`config.mk`:
```
export PLATFORM = sky130hd
export DESIGN_NAME = sfm_ctrl_flat
export DESIGN_NICKNAME = d
export VERILOG_FILES = /design/src/design/sfm_pkg.sv /design/src/design/sfm_if.sv /design/src/design/sfm_ctrl.sv /design/src/flat_wrapper.sv
export SDC_FILE = /design/constraint.sdc
export NUM_CORES = 1
export LEC_CHECK = 0
export ABC_AREA = 1
export BUFFER_PORTS_ARGS = -buffer_cell sky130_fd_sc_hd__clkbuf_2
export CAP_MARGIN = 10
export CORE_ASPECT_RATIO = 1.2
export CORE_MARGIN = 2
export CORE_UTILIZATION = 59
export DETAILED_ROUTE_END_ITERATION = 12
export PLACE_DENSITY = 0.81
export SYNTH_ARGS = -nofsm -noshare
export SYNTH_HDL_FRONTEND = slang
export SYNTH_SLANG_ARGS = --single-unit
```
`constraint.sdc`:
```
create_clock -name i_clk -period 2.3 [get_ports i_clk]
set_clock_uncertainty 0.1 [all_clocks]
set_input_delay 0.115 -clock i_clk [delete_from_list [all_inputs] [get_ports i_clk]]
set_output_delay 0.115 -clock i_clk [all_outputs]
set_load 0.02 [all_outputs]
```
`src/design/sfm_pkg.sv`:
```
// Shared types and constants for the SPI serial flash memory model.
// No dependencies; every other file uses this package.
`timescale 1ns / 1ps

package sfm_pkg;

    localparam int BYTE_W = 8;
    localparam int ADDR_W = 24;
    localparam int MASK_W = 18;
    localparam int POS_W  = 3;

    localparam logic [MASK_W-1:0] SIZE_MASK_RST = 18'h3FFFF;
    localparam logic [BYTE_W-1:0] ERASED_BYTE   = 8'hFF;
    localparam logic [BYTE_W-1:0] JEDEC_ID_BYTE = 8'hFF;

    // Byte position within a select: three address bytes, then data.
    localparam logic [POS_W-1:0] POS_ADDR_DONE = 3'd3;
    localparam logic [POS_W-1:0] POS_MAX       = 3'd4;

    // Command opcodes.
    localparam logic [BYTE_W-1:0] CMD_READ      = 8'h03;
    localparam logic [BYTE_W-1:0] CMD_FAST_READ = 8'h0B;
    localparam logic [BYTE_W-1:0] CMD_PROGRAM   = 8'h02;
    localparam logic [BYTE_W-1:0] CMD_WRITE     = 8'h0A;
    localparam logic [BYTE_W-1:0] CMD_SECT_ERA  = 8'hD8;
    localparam logic [BYTE_W-1:0] CMD_PAGE_ERA  = 8'hDB;
    localparam logic [BYTE_W-1:0] CMD_JEDEC_ID  = 8'h9F;
    localparam logic [BYTE_W-1:0] CMD_RD_STATUS = 8'h05;
    localparam logic [BYTE_W-1:0] CMD_WR_ENABLE = 8'h06;
    localparam logic [BYTE_W-1:0] CMD_WR_DIS    = 8'h04;

    typedef enum logic [2:0] {
        ST_CLEAR,
        ST_IDLE,
        ST_RDWAIT,
        ST_ERASE,
        ST_EMIT
    } t_state;

    typedef enum logic [2:0] {
        ACT_NONE,
        ACT_READ,
        ACT_RMW,
        ACT_WRITE,
        ACT_ERASE
    } t_act;

    typedef struct packed {
        logic              re;
        logic              we;
        logic [ADDR_W-1:0] addr;
        logic [BYTE_W-1:0] wdata;
    } t_mem_req;

    typedef struct packed {
        logic              valid;
        logic [BYTE_W-1:0] read_data;
        logic              write_enabled;
    } t_result;

endpackage

```
`src/design/sfm_if.sv`:
```
// Handshake channels of the SPI serial flash memory: input byte, result, configuration.
// Depends on sfm_pkg for field widths.
`timescale 1ns / 1ps

interface sfm_in_if;
    logic                       valid;
    logic                       ready;
    logic [sfm_pkg::BYTE_W-1:0] spi_byte;
    logic                       hold_select;

    modport source (output valid, output spi_byte, output hold_select, input ready);
    modport sink   (input valid, input spi_byte, input hold_select, output ready);
endinterface


```
`src/design/sfm_ctrl.sv`:
```
// Command decoder and sequencer: byte protocol state, read-modify-write and erase sweeps.
// Depends on sfm_pkg and the channel interfaces in sfm_if.
`timescale 1ns / 1ps

module sfm_ctrl #(
    parameter int MEM_BYTES    = 262144,
    parameter int SECTOR_BYTES = 65536,
    parameter int PAGE_BYTES   = 256
) (
    input  logic                       i_clk,
    input  logic                       i_rst_n,
    sfm_in_if.sink                     i_in,
    input  logic [sfm_pkg::MASK_W-1:0] i_size_mask,
    output sfm_pkg::t_mem_req          o_req,
    input  logic [sfm_pkg::BYTE_W-1:0] i_rdata,
    output sfm_pkg::t_result           o_res,
    input  logic                       i_res_ready
);
    import sfm_pkg::*;

    localparam int AW  = $clog2(MEM_BYTES);
    localparam int SW  = $clog2(SECTOR_BYTES);
    localparam int PW  = $clog2(PAGE_BYTES);
    localparam int SPW = (SW > PW) ? SW : PW;
    localparam int CW  = (AW > SPW) ? AW : SPW;

    localparam logic [CW-1:0]     CLR_LAST  = CW'(MEM_BYTES - 1);
    localparam logic [CW-1:0]     SECT_LAST = CW'(SECTOR_BYTES - 1);
    localparam logic [CW-1:0]     PAGE_LAST = CW'(PAGE_BYTES - 1);
    localparam logic [ADDR_W-1:0] SECT_OFS  = ADDR_W'(SECTOR_BYTES - 1);
    localparam logic [ADDR_W-1:0] PAGE_OFS  = ADDR_W'(PAGE_BYTES - 1);

    t_state r_state, n_state;

    logic [BYTE_W-1:0] r_cmd, n_cmd;
    logic [POS_W-1:0]  r_pos, n_pos;
    logic [ADDR_W-1:0] r_addr, n_addr;
    logic [BYTE_W-1:0] r_out_reg, n_out;
    logic              r_wel, n_wel;
    logic              r_wrote, n_wrote;
    logic              r_sel, n_sel;
    logic [ADDR_W-1:0] r_base, n_base;
    logic              r_sector, n_sector;
    logic [ADDR_W-1:0] r_maddr;
    logic [BYTE_W-1:0] r_byte;
    logic              r_rmw;
    logic [CW-1:0]     r_cnt;

    t_act              act;
    logic              accept;
    logic [ADDR_W-1:0] mask24;
    logic [ADDR_W-1:0] addr_in;
    logic [ADDR_W-1:0] addr_take;
    logic [ADDR_W-1:0] addr_step;
    logic [POS_W-1:0]  pos_inc;
    logic [CW-1:0]     erase_last;

    assign accept     = i_in.valid && i_in.ready;
    assign mask24     = ADDR_W'(i_size_mask);
    assign addr_in    = {r_addr[ADDR_W-BYTE_W-1:0], i_in.spi_byte};
    assign pos_inc    = (r_pos < POS_MAX) ? r_pos + 3'd1 : r_pos;
    assign addr_take  = (pos_inc == POS_ADDR_DONE) ? (addr_in & mask24) : addr_in;
    assign addr_step  = (r_addr + 24'd1) & mask24;
    assign erase_last = r_sector ? SECT_LAST : PAGE_LAST;

    // Effect of one byte on the protocol state.
    always_comb begin : step
        n_cmd    = r_cmd;
        n_pos    = r_pos;
        n_addr   = r_addr;
        n_out    = r_out_reg;
        n_wel    = r_wel;
        n_wrote  = r_wrote;
        n_base   = r_base;
        n_sector = r_sector;
        act      = ACT_NONE;
        if (!r_sel) begin
            n_cmd   = i_in.spi_byte;
            n_pos   = '0;
            n_addr  = '0;
            n_wrote = 1'b0;
            if (i_in.spi_byte == CMD_WR_DIS) begin
                n_wel = 1'b0;
            end else if (i_in.spi_byte == CMD_WR_ENABLE) begin
                n_wel = 1'b1;
            end
        end else begin
            case (r_cmd)
                CMD_READ, CMD_FAST_READ: begin
                    if (r_pos < POS_ADDR_DONE) begin
                        n_addr = addr_take;
                        n_pos  = pos_inc;
                    end else if (r_cmd == CMD_FAST_READ && r_pos == POS_ADDR_DONE) begin
                        n_pos = pos_inc;
                    end else begin
                        act    = ACT_READ;
                        n_addr = addr_step;
                        n_pos  = pos_inc;
                    end
                end
                CMD_PROGRAM, CMD_WRITE: begin
                    if (r_pos < POS_ADDR_DONE) begin
                        n_addr = addr_take;
                        n_pos  = pos_inc;
                    end else begin
                        if (r_wel) begin
                            act     = (r_cmd == CMD_PROGRAM) ? ACT_RMW : ACT_WRITE;
                            n_wrote = 1'b1;
                        end
                        n_addr = addr_step;
                        n_pos  = pos_inc;
                    end
                end
                CMD_SECT_ERA, CMD_PAGE_ERA: begin
                    if (r_pos < POS_ADDR_DONE) begin
                        n_addr = addr_take;
                        n_pos  = pos_inc;
                        if (pos_inc == POS_ADDR_DONE && r_wel) begin
                            act      = ACT_ERASE;
                            n_wrote  = 1'b1;
                            n_sector = (r_cmd == CMD_SECT_ERA);
                            n_base   = addr_take
                                     & ~((r_cmd == CMD_SECT_ERA) ? SECT_OFS : PAGE_OFS);
                        end
                    end
                end
                CMD_JEDEC_ID: begin
                    n_out = JEDEC_ID_BYTE;
                end
                CMD_RD_STATUS: begin
                    n_out = {6'b0, r_wel, 1'b0};
                end
                CMD_WR_ENABLE: begin
                    n_wel = 1'b1;
                end
                CMD_WR_DIS: begin
                    n_wel = 1'b0;
                end
                default: begin
                end
            endcase
        end
        // A select that wrote something drops the write enable latch as it ends.
        if (r_sel && !i_in.hold_select && n_wrote) begin
            n_wel = 1'b0;
        end
        n_sel = i_in.hold_select;
    end

    always_comb begin : next_state
        n_state = r_state;
        case (r_state)
            ST_CLEAR: begin
                if (r_cnt == CLR_LAST) begin
                    n_state = ST_IDLE;
                end
            end
            ST_IDLE: begin
                if (accept) begin
                    case (act)
                        ACT_READ, ACT_RMW: n_state = ST_RDWAIT;
                        ACT_ERASE:         n_state = ST_ERASE;
                        default:           n_state = ST_EMIT;
                    endcase
                end
            end
            ST_RDWAIT: begin
                n_state = ST_EMIT;
            end
            ST_ERASE: begin
                if (r_cnt == erase_last) begin
                    n_state = ST_EMIT;
                end
            end
            ST_EMIT: begin
                if (i_res_ready) begin
                    n_state = ST_IDLE;
                end
            end
            default: begin
                n_state = ST_IDLE;
            end
        endcase
    end

    always_comb begin : outputs
        i_in.ready          = 1'b0;
        o_req.re            = 1'b0;
        o_req.we            = 1'b0;
        o_req.addr          = r_addr;
        o_req.wdata         = ERASED_BYTE;
        o_res.valid         = 1'b0;
        o_res.read_data     = r_out_reg;
        o_res.write_enabled = r_wel;
        case (r_state)
            ST_CLEAR: begin
                o_req.we   = 1'b1;
                o_req.addr = ADDR_W'(r_cnt);
            end
            ST_IDLE: begin
                i_in.ready = 1'b1;
                if (i_in.valid) begin
                    o_req.re    = (act == ACT_READ) || (act == ACT_RMW);
                    o_req.we    = (act == ACT_WRITE);
                    o_req.wdata = i_in.spi_byte;
                end
            end
            ST_RDWAIT: begin
                // Second half of a program: the old byte is back, AND and store it; a read writes nothing here.
                o_req.we    = r_rmw;
                o_req.addr  = r_maddr;
                o_req.wdata = i_rdata & r_byte;
            end
            ST_ERASE: begin
                o_req.we   = 1'b1;
                o_req.addr = (r_base + ADDR_W'(r_cnt)) & mask24;
            end
            ST_EMIT: begin
                o_res.valid = 1'b1;
            end
            default: begin
            end
        endcase
    end

    always_ff @(posedge i_clk) begin
        if (!i_rst_n) begin
            r_state   <= ST_CLEAR;
            r_cmd     <= '0;
            r_pos     <= '0;
            r_addr    <= '0;
            r_out_reg <= '0;
            r_wel     <= 1'b0;
            r_wrote   <= 1'b0;
            r_sel     <= 1'b0;
            r_cnt     <= '0;
        end else begin
            r_state <= n_state;
            if (r_state == ST_CLEAR || r_state == ST_ERASE) begin
                r_cnt <= r_cnt + 1'b1;
            end else begin
                r_cnt <= '0;
            end
            if (r_state == ST_IDLE && accept) begin
                r_cmd     <= n_cmd;
                r_pos     <= n_pos;
                r_addr    <= n_addr;
                r_out_reg <= n_out;
                r_wel     <= n_wel;
                r_wrote   <= n_wrote;
                r_sel     <= n_sel;
            end else if (r_state == ST_RDWAIT && !r_rmw) begin
                r_out_reg <= i_rdata;
            end
        end
    end

    // Operands held for the cycles after acceptance.
    always_ff @(posedge i_clk) begin
        if (r_state == ST_IDLE && accept) begin
            r_base   <= n_base;
            r_sector <= n_sector;
            r_maddr  <= r_addr;
            r_byte   <= i_in.spi_byte;
            r_rmw    <= (act == ACT_RMW);
        end
    end

endmodule

```
`src/flat_wrapper.sv`:
```
// flat-port wrapper written by rule: the top's interface ports become plain ports
module sfm_ctrl_flat import sfm_pkg::*;
#(
    parameter int MEM_BYTES    = 262144,
    parameter int SECTOR_BYTES = 65536,
    parameter int PAGE_BYTES   = 256
)
  (i_clk, i_rst_n, i_size_mask, o_req, i_rdata, o_res, i_res_ready, i_in_valid, i_in_spi_byte, i_in_hold_select, i_in_ready);
  sfm_in_if i_in_i ();
  input  logic i_clk;
  input  logic i_rst_n;
  input  logic [sfm_pkg::MASK_W-1:0] i_size_mask;
  output sfm_pkg::t_mem_req o_req;
  input  logic [sfm_pkg::BYTE_W-1:0] i_rdata;
  output sfm_pkg::t_result o_res;
  input  logic i_res_ready;
  input wire logic [$bits(i_in_i.valid)-1:0] i_in_valid;
  input wire logic [$bits(i_in_i.spi_byte)-1:0] i_in_spi_byte;
  input wire logic [$bits(i_in_i.hold_select)-1:0] i_in_hold_select;
  output wire logic [$bits(i_in_i.ready)-1:0] i_in_ready;
  assign i_in_i.valid = i_in_valid;
  assign i_in_i.spi_byte = i_in_spi_byte;
  assign i_in_i.hold_select = i_in_hold_select;
  assign i_in_ready = i_in_i.ready;
  sfm_ctrl #(.MEM_BYTES(MEM_BYTES), .SECTOR_BYTES(SECTOR_BYTES), .PAGE_BYTES(PAGE_BYTES)) u_core (.i_clk(i_clk), .i_rst_n(i_rst_n), .i_in(i_in_i), .i_size_mask(i_size_mask), .o_req(o_req), .i_rdata(i_rdata), .o_res(o_res), .i_res_ready(i_res_ready));
endmodule
```
* Word level (Yosys, flattened, before mapping)
Index checks and enable logic that the tools add are counted.
** Storage, ports and cells
- Flip-flop bits (word level) :: 125
- Bits of input ports :: 39
- Output and inout bits :: 45
- Logic and storage cells :: 141
** Cells by class
- $add $sub $neg :: 4
- $lt $le $gt $ge :: 2
- Equal/unequal tests :: 35
- Muxes and demuxes :: 51
- Bitwise gates (word level) :: 7
- Reductions and logical operators :: 28
** Operators with widths (count)
- 24-bit 2-to-1 mux :: 6
- 24-bit case mux with 3 select lines :: 2
- 24-bit by 18-bit AND with 24-bit output :: 3
- 8-bit by 3-bit equality test with 1-bit output (second input constant) :: 5
- 3-bit 2-to-1 mux :: 13
- 16-bit 2-to-1 mux :: 2
- 8-bit 2-to-1 mux :: 4
- 8-bit case mux with 2 select lines :: 2
- 24-bit by 1-bit adder with 24-bit output (second input constant) :: 1
- 24-bit by 18-bit adder with 24-bit output :: 1
- 24-bit AND :: 1
- 8-bit equality test (second input constant) :: 3
- 24-bit NOT :: 1
- 18-bit by 1-bit adder with 18-bit output (second input constant) :: 1
- 18-bit equality test :: 1
- 18-bit equality test (second input constant) :: 1
- 3-bit by 2-bit equality test with 1-bit output (second input constant) :: 6
- 8-bit by 2-bit equality test with 1-bit output (second input constant) :: 2
- 8-bit by 4-bit equality test with 1-bit output (second input constant) :: 2
- 3-bit case mux with 5 select lines :: 1
- 1-bit 2-to-1 mux :: 14
- 4-bit inequality test (second input constant) :: 3
- 3-bit case mux with 2 select lines :: 2
- 2-bit OR reduction :: 5
- other kinds (25) :: 45

* Depth between registers and ports, before layout
Gate-level depths: netlist (run 1).
- Depth after elaboration :: 13
- Mapped depth :: 12
- Depth with buffers taken out :: 12

* Worst setup path after synthesis (run 1)
Ideal clock, no wire load.
- Path type :: reg2reg
- Start :: reg u_core.r_pos[0]
- End :: reg u_core.r_base[10] (enable)
- Library setup time :: 0.378 ns
- Data arrival time :: 1.680 ns
- Data required time :: 1.822 ns
- Slack :: 0.142 ns
- Stages on the path, launching flop included :: 8
- Buffers on the path :: 0
- Clock period less this slack :: 2.158 ns
- Cell sequence :: dfxtp_1 > ha_1 > inv_1 > nor2_1 > nand2_1 > nor3_1 > nand2_1 > nor2_1
** Between the ends
- Longest elaborated chain between the ends :: 5
- Elaborated cells on any way between the ends :: 7
- Classes of those cells :: add/sub (1); order compare (2); eq/ne (1); mux (1); reduce/logical (2)
** RTL lines
- start, declared :: RTL line sfm_ctrl.sv:36 : logic [POS_W-1:0] r_pos, n_pos;
- start signal, assigned :: RTL line sfm_ctrl.sv:246 : r_pos <= n_pos;
- 3-bit by 1-bit adder with 3-bit output or 3-bit less-than comparator (tied branches) :: RTL line sfm_ctrl.sv:61 : assign pos_inc = (r_pos < POS_MAX) ? r_pos + 3'd1 : r_pos;
- 3-bit 2-to-1 mux :: RTL line sfm_ctrl.sv:61
- 3-bit by 2-bit equality test with 1-bit output :: RTL line sfm_ctrl.sv:118 : if (pos_inc == POS_ADDR_DONE && r_wel) begin
- 1-bit logical AND :: RTL line sfm_ctrl.sv:118
- 5-bit AND reduction (no line) *
- end signal, assigned :: RTL line sfm_ctrl.sv:261 : r_base <= n_base;
- end, declared :: RTL line sfm_ctrl.sv:42 : logic [ADDR_W-1:0] r_base, n_base;
Mark *: on every way between the ends. The rest lies on a longest branch, timed or not.
A chain may end at the register's enable or synchronous reset.

==> flow_metrics.env, run 1 <==
export IMPL_outcome="finished with violations"
export IMPL_violations="setup timing"
export IMPL_crit_path_start_kind="register"
export IMPL_drt_initial_drc_count=483
export IMPL_coreArea_um2=10900
export IMPL_timing_fmax_mhz=423
export IMPL_htree_levels=3
export IMPL_switching_share_pct=34.7
export IMPL_drive_gt1_share_pct=18.4
export IMPL_dieArea_um2=12000
export IMPL_io_pins=84
export IMPL_synth_warnings=0
export IMPL_antenna_cells=0
export IMPL_seqPwrFrac_pct=44.6
export IMPL_p_int_uw=3410
export IMPL_netlist_area_um2=6550
export IMPL_comb_power_share_pct=25.6
export IMPL_routed_wl_um=19700
export IMPL_gp_congestion=1.00
export IMPL_initial_core_util_pct=59.9
export IMPL_final_min_clock_period_ns=2.37
export IMPL_cts_sinks=111
export IMPL_worst_pin_slew_ns=0.546
export IMPL_clk_pin_slew_ns=0.08
export IMPL_num_rows=42
export IMPL_ys_types=47
export IMPL_power_leakage_uw=0.00321
export IMPL_place_ws_ns=0.144
export IMPL_synth_top_area_cell="dfxtp_1"
export IMPL_first_pass_iters=6
export IMPL_hold_viol_final=0
export IMPL_dp_hpwl_um=14800
export IMPL_clockPowerShare_pct=29.8
export IMPL_synth_area_per_cell_um2=7.22
export IMPL_crit_top_cell="nand2_1"
export IMPL_portBuffers=83
export IMPL_placed_area_um2=7190
export IMPL_crit_path_max_incr_delay_ns=0.42
export IMPL_insertion_delay_ns=0.36
export IMPL_rsz0062_at_grt="true"
export IMPL_numCtsBuffers=9
export IMPL_netSwitchingPower_uw=1810
export IMPL_setup_ws_ns=-0.0667
export IMPL_critPathRequiredTime_ns=2.09
export IMPL_globalRouteOverflowTotal=0
export IMPL_die_height_um=119
export IMPL_synthCells=908
export IMPL_critPathKind="reg -> out"
export IMPL_hp_class="in -> reg"
export IMPL_yosysTopAreaCellShare_pct=20.5
export IMPL_endpoint_kind="output pin"
export IMPL_critPathTopFamily="simple AND/OR/NAND/NOR gates"
export IMPL_tritoncts="built"
export IMPL_avgViaCountPerCell=5.77
export IMPL_grt_start_max_net_pins=33
export IMPL_wl_per_cell_um=17.0
export IMPL_cap_violations=0
export IMPL_synth_seq_cells=111
export IMPL_clock_path_buffers=2
export IMPL_grt_pass1_wl_um=31100
export IMPL_fin_util_pct=71.0
export IMPL_final_area_um2=7760
export IMPL_ir_drop_mv=0.550
export IMPL_final_max_slew_violation_count=0
export IMPL_ant_nets=0
export IMPL_min_period_over_period_pct=103
export IMPL_crit_fanout=6
export IMPL_finalHoldWorstSlack_ns=0.0273
export IMPL_dr_total_vias=6656
export IMPL_die_w_um=100
export IMPL_cp_arrival_ns=2.15
export IMPL_cts_root_buf="clkbuf_16"
export IMPL_crit_chain="ha_4 > nand2_1 > a21oi_2 > or2_2 > nand2_1 > nand3_1 > nand2_1 > nand3_1 > nand4_1 > clkbuf_2"
export IMPL_syn_nets=960
export IMPL_antenna_found_initial=0
export IMPL_area_delta_synth_final_pct=18.5
export IMPL_synth_area_leaders="dfxtp_1 (20%), edfxtp_1 (20%), nand2_1 (12%)"
export IMPL_grt_pass1_vias=6385
export IMPL_slowest_stage="edfxtp_1"
export IMPL_yosysSeqAreaShare_pct=40.6
export IMPL_finalSetupViolations=3
export IMPL_reg_top3="u_core.r_addr (24), u_core.r_maddr (24), u_core.r_cnt (18)"
export IMPL_drcViolationCount=0
export IMPL_relSlewSlack_pct=63.6
export IMPL_power_density_nw_per_um2=673
export IMPL_fin_nets=1069
export IMPL_path_buf_inv=1
export IMPL_grt_usage_pct=33.4
cells in the mapped netlist (all sizes together):
master	n
nor2	111
a32oi	1
buf	19
nand4	28
edfxtp	44
clkinv	2
xor2	7
o21a	1
ha	12
inv	99
nand3b	2
nand2	227
or2	8
a21oi	70
o21bai	1
dfxtp	67
a21boi	2
a22o	6
a22oi	6
o21ai	74
fa	1
o211ai	15
nor4	3
o2111ai	4
nand3	70
o22ai	2
a211oi	2
clkbuf	9
a31oi	2
nor3	13
cell type report:
cell class                      instances  area, µm²
Timing Repair Buffer                  126        801
Inverter                              101        397
Sequential cell                       111       2670
Multi-Input combinational cell        668       3440
Tap cell                              132        165
Clock buffer                           10        239
Clock inverter                          6       51.3
Fill cell                             924       3170
placed cells by master (no fill, tap or decap), types with 9 or more instances in the layout:
master	netlist	layout
a21oi_1	69	66
buf_4	5	35
clkbuf_16	0	9
clkbuf_2	0	77
dfxtp_1	67	62
dlygate4sd3_1	0	10
edfxtp_1	44	44
inv_1	93	90
nand2_1	218	216
nand3_1	69	68
nand4_1	27	27
nor2_1	107	103
nor3_1	13	11
o211ai_1	15	15
o21ai_0	74	71
metal layers:
layer | vias up | wire (µm) | share of wire [%] | track usage [%]
met3 | 67 | 1380 | 7.0 | 6.40
met5 | - | 0 | 0 | 0
met1 | 3027 | 7530 | 38 | 39.0
met2 | 280 | 9830 | 50 | 57.3
met4 | 0 | 930 | 4.7 | 17.4
li1 | 3282 | - | - | -
power by group through the flow:
stage	Sequential [µW]	Clock (µW)	Combinational [µW]
after floorplan	2340	0	853
after global placement	2360	0	1290
after detailed placement	2370	0	1300
after CTS	2320	1560	1310
after global routing	2340	1650	1450
final	2330	1560	1340
path summary, 6_finish.rpt:
path	slack (ns)	cells past startpoint	start	to
setup / recovery	-0.07	10	u_core.r_base[11]$_DFFE_PP_	o_req[25]
setup reg to reg	0.24	11	u_core.r_state[0]$_SDFFE_PN0P_	u_core.r_addr[7]$_SDFFE_PN0P_
hold reg to reg	0.38	0	u_core.r_addr[21]$_SDFFE_PN0P_	u_core.r_maddr[21]$_DFFE_PP_
hold / removal	0.03	5	i_rdata[0]	u_core.r_out_reg[0]$_SDFFE_PN0P_
metrics by stage:
step,total power (µW),instances,TNS [ns]
2_1_floorplan,3200,908,0
4_1_cts,5190,1146,-0.204
6_report,5220,1154,-0.111
5_1_grt,5450,1154,-0.551
3_3_place_gp,3650,1121,0
3_5_place_dp,3670,1121,0
worst register-to-register path, stage by stage, from the launching register on:
cell,delay [ns]
dfxtp_1,0.37
inv_2,0.06
nor2_4,0.12
nand2_4,0.08
inv_6,0.09
nand2_4,0.15
clkinv_8,0.21
nand4_4,0.27
nor2_4,0.18
buf_4,0.17
nand2_1,0.06
a21oi_1,0.12
kinds of logic after synthesis:
logic type	share of synthesized area [%]
buffers and inverters	8.50
AOI/OAI and AO/OA	16.3
xor gates and xnor gates	0.936
and+or+nand+nor	31.0
DFF	40.6
adders and majority gates	2.60
timing repair:
item | CTS | global route
pin swaps | 0 | 10
hold buffers | 10 | 0
endpoints found under the hold margin | 12 | 0
setup endpoints to repair | 7 | 36
buffers inserted | 0 | 8
gates resized for setup | 17 | 31
Power figures use the tool's default switching activity.
==> run 2: changes to the inputs <==
- TNS_END_PERCENT: unset -> 5
==> run 2 against run 1 <==
Compared with the run above: the run still ends with setup timing left; sequential cell count unchanged; worst setup slack improved by 0.022 ns; combinational power about the same; clock power about the same; critical path depth decreased by 1; routed wire length decreased by 0.72%; first-iteration DRC count decreased by 6.8%; power decreased by 0.44%; worst hold slack improved by 0.0030 ns; cell count decreased by 0.43%; largest cell class unchanged; largest power group unchanged; highest routed layer unchanged.
==> flow_metrics.env, run 2 (synthesis gave the netlist of run 1 again) <==
export IMPL_drt_initial_drc_count=450
export IMPL_setup_ws_ns=-0.0450
export IMPL_crit_path_start_kind="register"
export IMPL_wl_per_cell_um=17.0
export IMPL_clk_pin_slew_ns=0.08
export IMPL_drive_gt1_share_pct=17.6
export IMPL_rsz0062_at_grt="true"
export IMPL_critPathTopFamily="simple AND/OR/NAND/NOR gates"
export IMPL_hp_class="in -> reg"
export IMPL_final_min_clock_period_ns=2.34
export IMPL_finalHoldWorstSlack_ns=0.0302
export IMPL_final_max_slew_violation_count=0
export IMPL_cts_sinks=111
export IMPL_globalRouteOverflowTotal=0
export IMPL_hold_viol_final=0
export IMPL_coreArea_um2=10900
export IMPL_antenna_cells=0
export IMPL_final_common_cell="nand2_1"
export IMPL_outcome="finished with violations"
export IMPL_antenna_found_initial=0
export IMPL_tritoncts="built"
export IMPL_insertion_delay_ns=0.36
export IMPL_violations="setup timing"
export IMPL_crit_fanout=7
export IMPL_ir_drop_mv=0.550
export IMPL_critPathKind="reg -> out"
export IMPL_power_leakage_uw=0.00318
export IMPL_finalSetupViolations=3
export IMPL_portBuffers=83
export IMPL_fillers=933
export IMPL_slowest_stage="edfxtp_1"
export IMPL_min_period_over_period_pct=102
export IMPL_reg_top3="u_core.r_addr (24), u_core.r_maddr (24), u_core.r_cnt (18)"
export IMPL_fin_nets=1064
export IMPL_grt_usage_pct=33.4
export IMPL_critPathRequiredTime_ns=2.09
export IMPL_timing_fmax_mhz=426
export IMPL_dr_total_vias=6666
export IMPL_die_w_um=100
export IMPL_fin_util_pct=70.5
export IMPL_endpoint_kind="output pin"
export IMPL_dieArea_um2=12000
export IMPL_crit_path_max_incr_delay_ns=0.42
export IMPL_routed_wl_um=19500
export IMPL_placed_area_um2=7190
export IMPL_setup_tns_ns=-0.0680
export IMPL_grt_start_max_net_pins=33
export IMPL_avgViaCountPerCell=5.80
export IMPL_grt_pass1_vias=6378
export IMPL_htree_levels=3
export IMPL_cts_root_buf="clkbuf_16"
export IMPL_final_cell_mix="nand2_1 (216), nor2_1 (105), inv_1 (91), clkbuf_2 (79), o21ai_0 (71)"
export IMPL_final_area_um2=7710
export IMPL_dp_hpwl_um=14800
export IMPL_numCtsBuffers=9
export IMPL_crit_chain="ha_4 > nand2_1 > a21oi_2 > or2_2 > a21oi_1 > or2_2 > nand3_1 > nand4_1 > clkbuf_4"
export IMPL_power_density_nw_per_um2=674
export IMPL_gp_congestion=1.00
export IMPL_finalPower_uw=5200
export IMPL_worst_pin_slew_ns=0.520
export IMPL_first_pass_iters=5
export IMPL_io_pins=84
export IMPL_num_rows=42
export IMPL_die_height_um=119
export IMPL_ant_nets=0
export IMPL_initial_core_util_pct=59.9
export IMPL_drcViolationCount=0
export IMPL_ff2ff_setup_slack_ns=0.19
export IMPL_relSlewSlack_pct=65.3
export IMPL_crit_top_cell="or2_2"
export IMPL_grt_pass1_wl_um=31100
export IMPL_path_buf_inv=1
export IMPL_cp_arrival_ns=2.13
export IMPL_clock_path_buffers=2
export IMPL_area_delta_synth_final_pct=17.7
export IMPL_cap_violations=0
## run 2: cell count changes in the layout (fill, tap and decap cells not counted), moves of 2 or more
cell / before / now
buf_4: 35 / 28
clkbuf_2: 77 / 79
nor2_2: 5 / 3
nor2_1: 103 / 105
## run 2: metrics by stage
step / worst slack (ns) / instances
after global routing: -0.167 / 1149
after CTS: -0.0218 / 1146
after global placement: 0.170 / 1121
after detailed placement: 0.144 / 1121
final: -0.0450 / 1149
after floorplan: 0.142 / 908
## run 2: worst paths after layout
kind | from | end | cells past startpoint
hold / removal | i_rdata[0] | u_core.r_out_reg[0]$_SDFFE_PN0P_ | 5
setup reg to reg | u_core.r_state[0]$_SDFFE_PN0P_ | u_core.r_addr[11]$_SDFFE_PN0P_ | 10
setup / recovery | u_core.r_base[11]$_DFFE_PP_ | o_req[21] | 9
hold reg to reg | u_core.r_addr[22]$_SDFFE_PN0P_ | u_core.r_maddr[22]$_DFFE_PP_ | 0
## run 2: timing repair
action                                  4_1_cts  5_1_grt
gates resized for setup                      21       18
endpoints found under the hold margin        12        0
endpoints found under the setup margin        7       34
pin swaps                                     0        6
hold buffers                                 10        0
buffers inserted                              0        3
## run 2: worst reg2reg max path, stage by stage, from the launching register on
cell      delay [ns]
dfxtp_1         0.37
inv_2           0.06
nor2_4          0.12
nand2_4         0.09
inv_6           0.09
nand2_4         0.15
clkinv_8        0.21
nand4_4         0.26
nor2_4          0.35
nand2_1         0.09
a21oi_1         0.14
## run 2: per-layer routing
layer | global-route usage (%) | part of all wire (%) | wire, µm
met1 | 39.1 | 39 | 7560
met2 | 57.3 | 50 | 9750
met3 | 6.40 | 6.6 | 1280
met4 | 17.4 | 4.8 | 936
met5 | 0 | 0 | 0
## run 2: where the power goes
group	internal [µW]	switching, µW
clock	784	758
sequential	2210	115
combinational	410	919
total	3410	1790
## run 2: cell type report
class | count | area (µm²) | area share [%]
multi-input cells | 668 | 3430 | 44.5
flip-flops and latches | 111 | 2670 | 34.6
repair buffers | 121 | 758 | 9.83
inverters | 101 | 397 | 5.14
clock buffers | 10 | 239 | 3.10
well taps | 132 | 165 | 2.14
clock inverters | 6 | 51.3 | 0.665
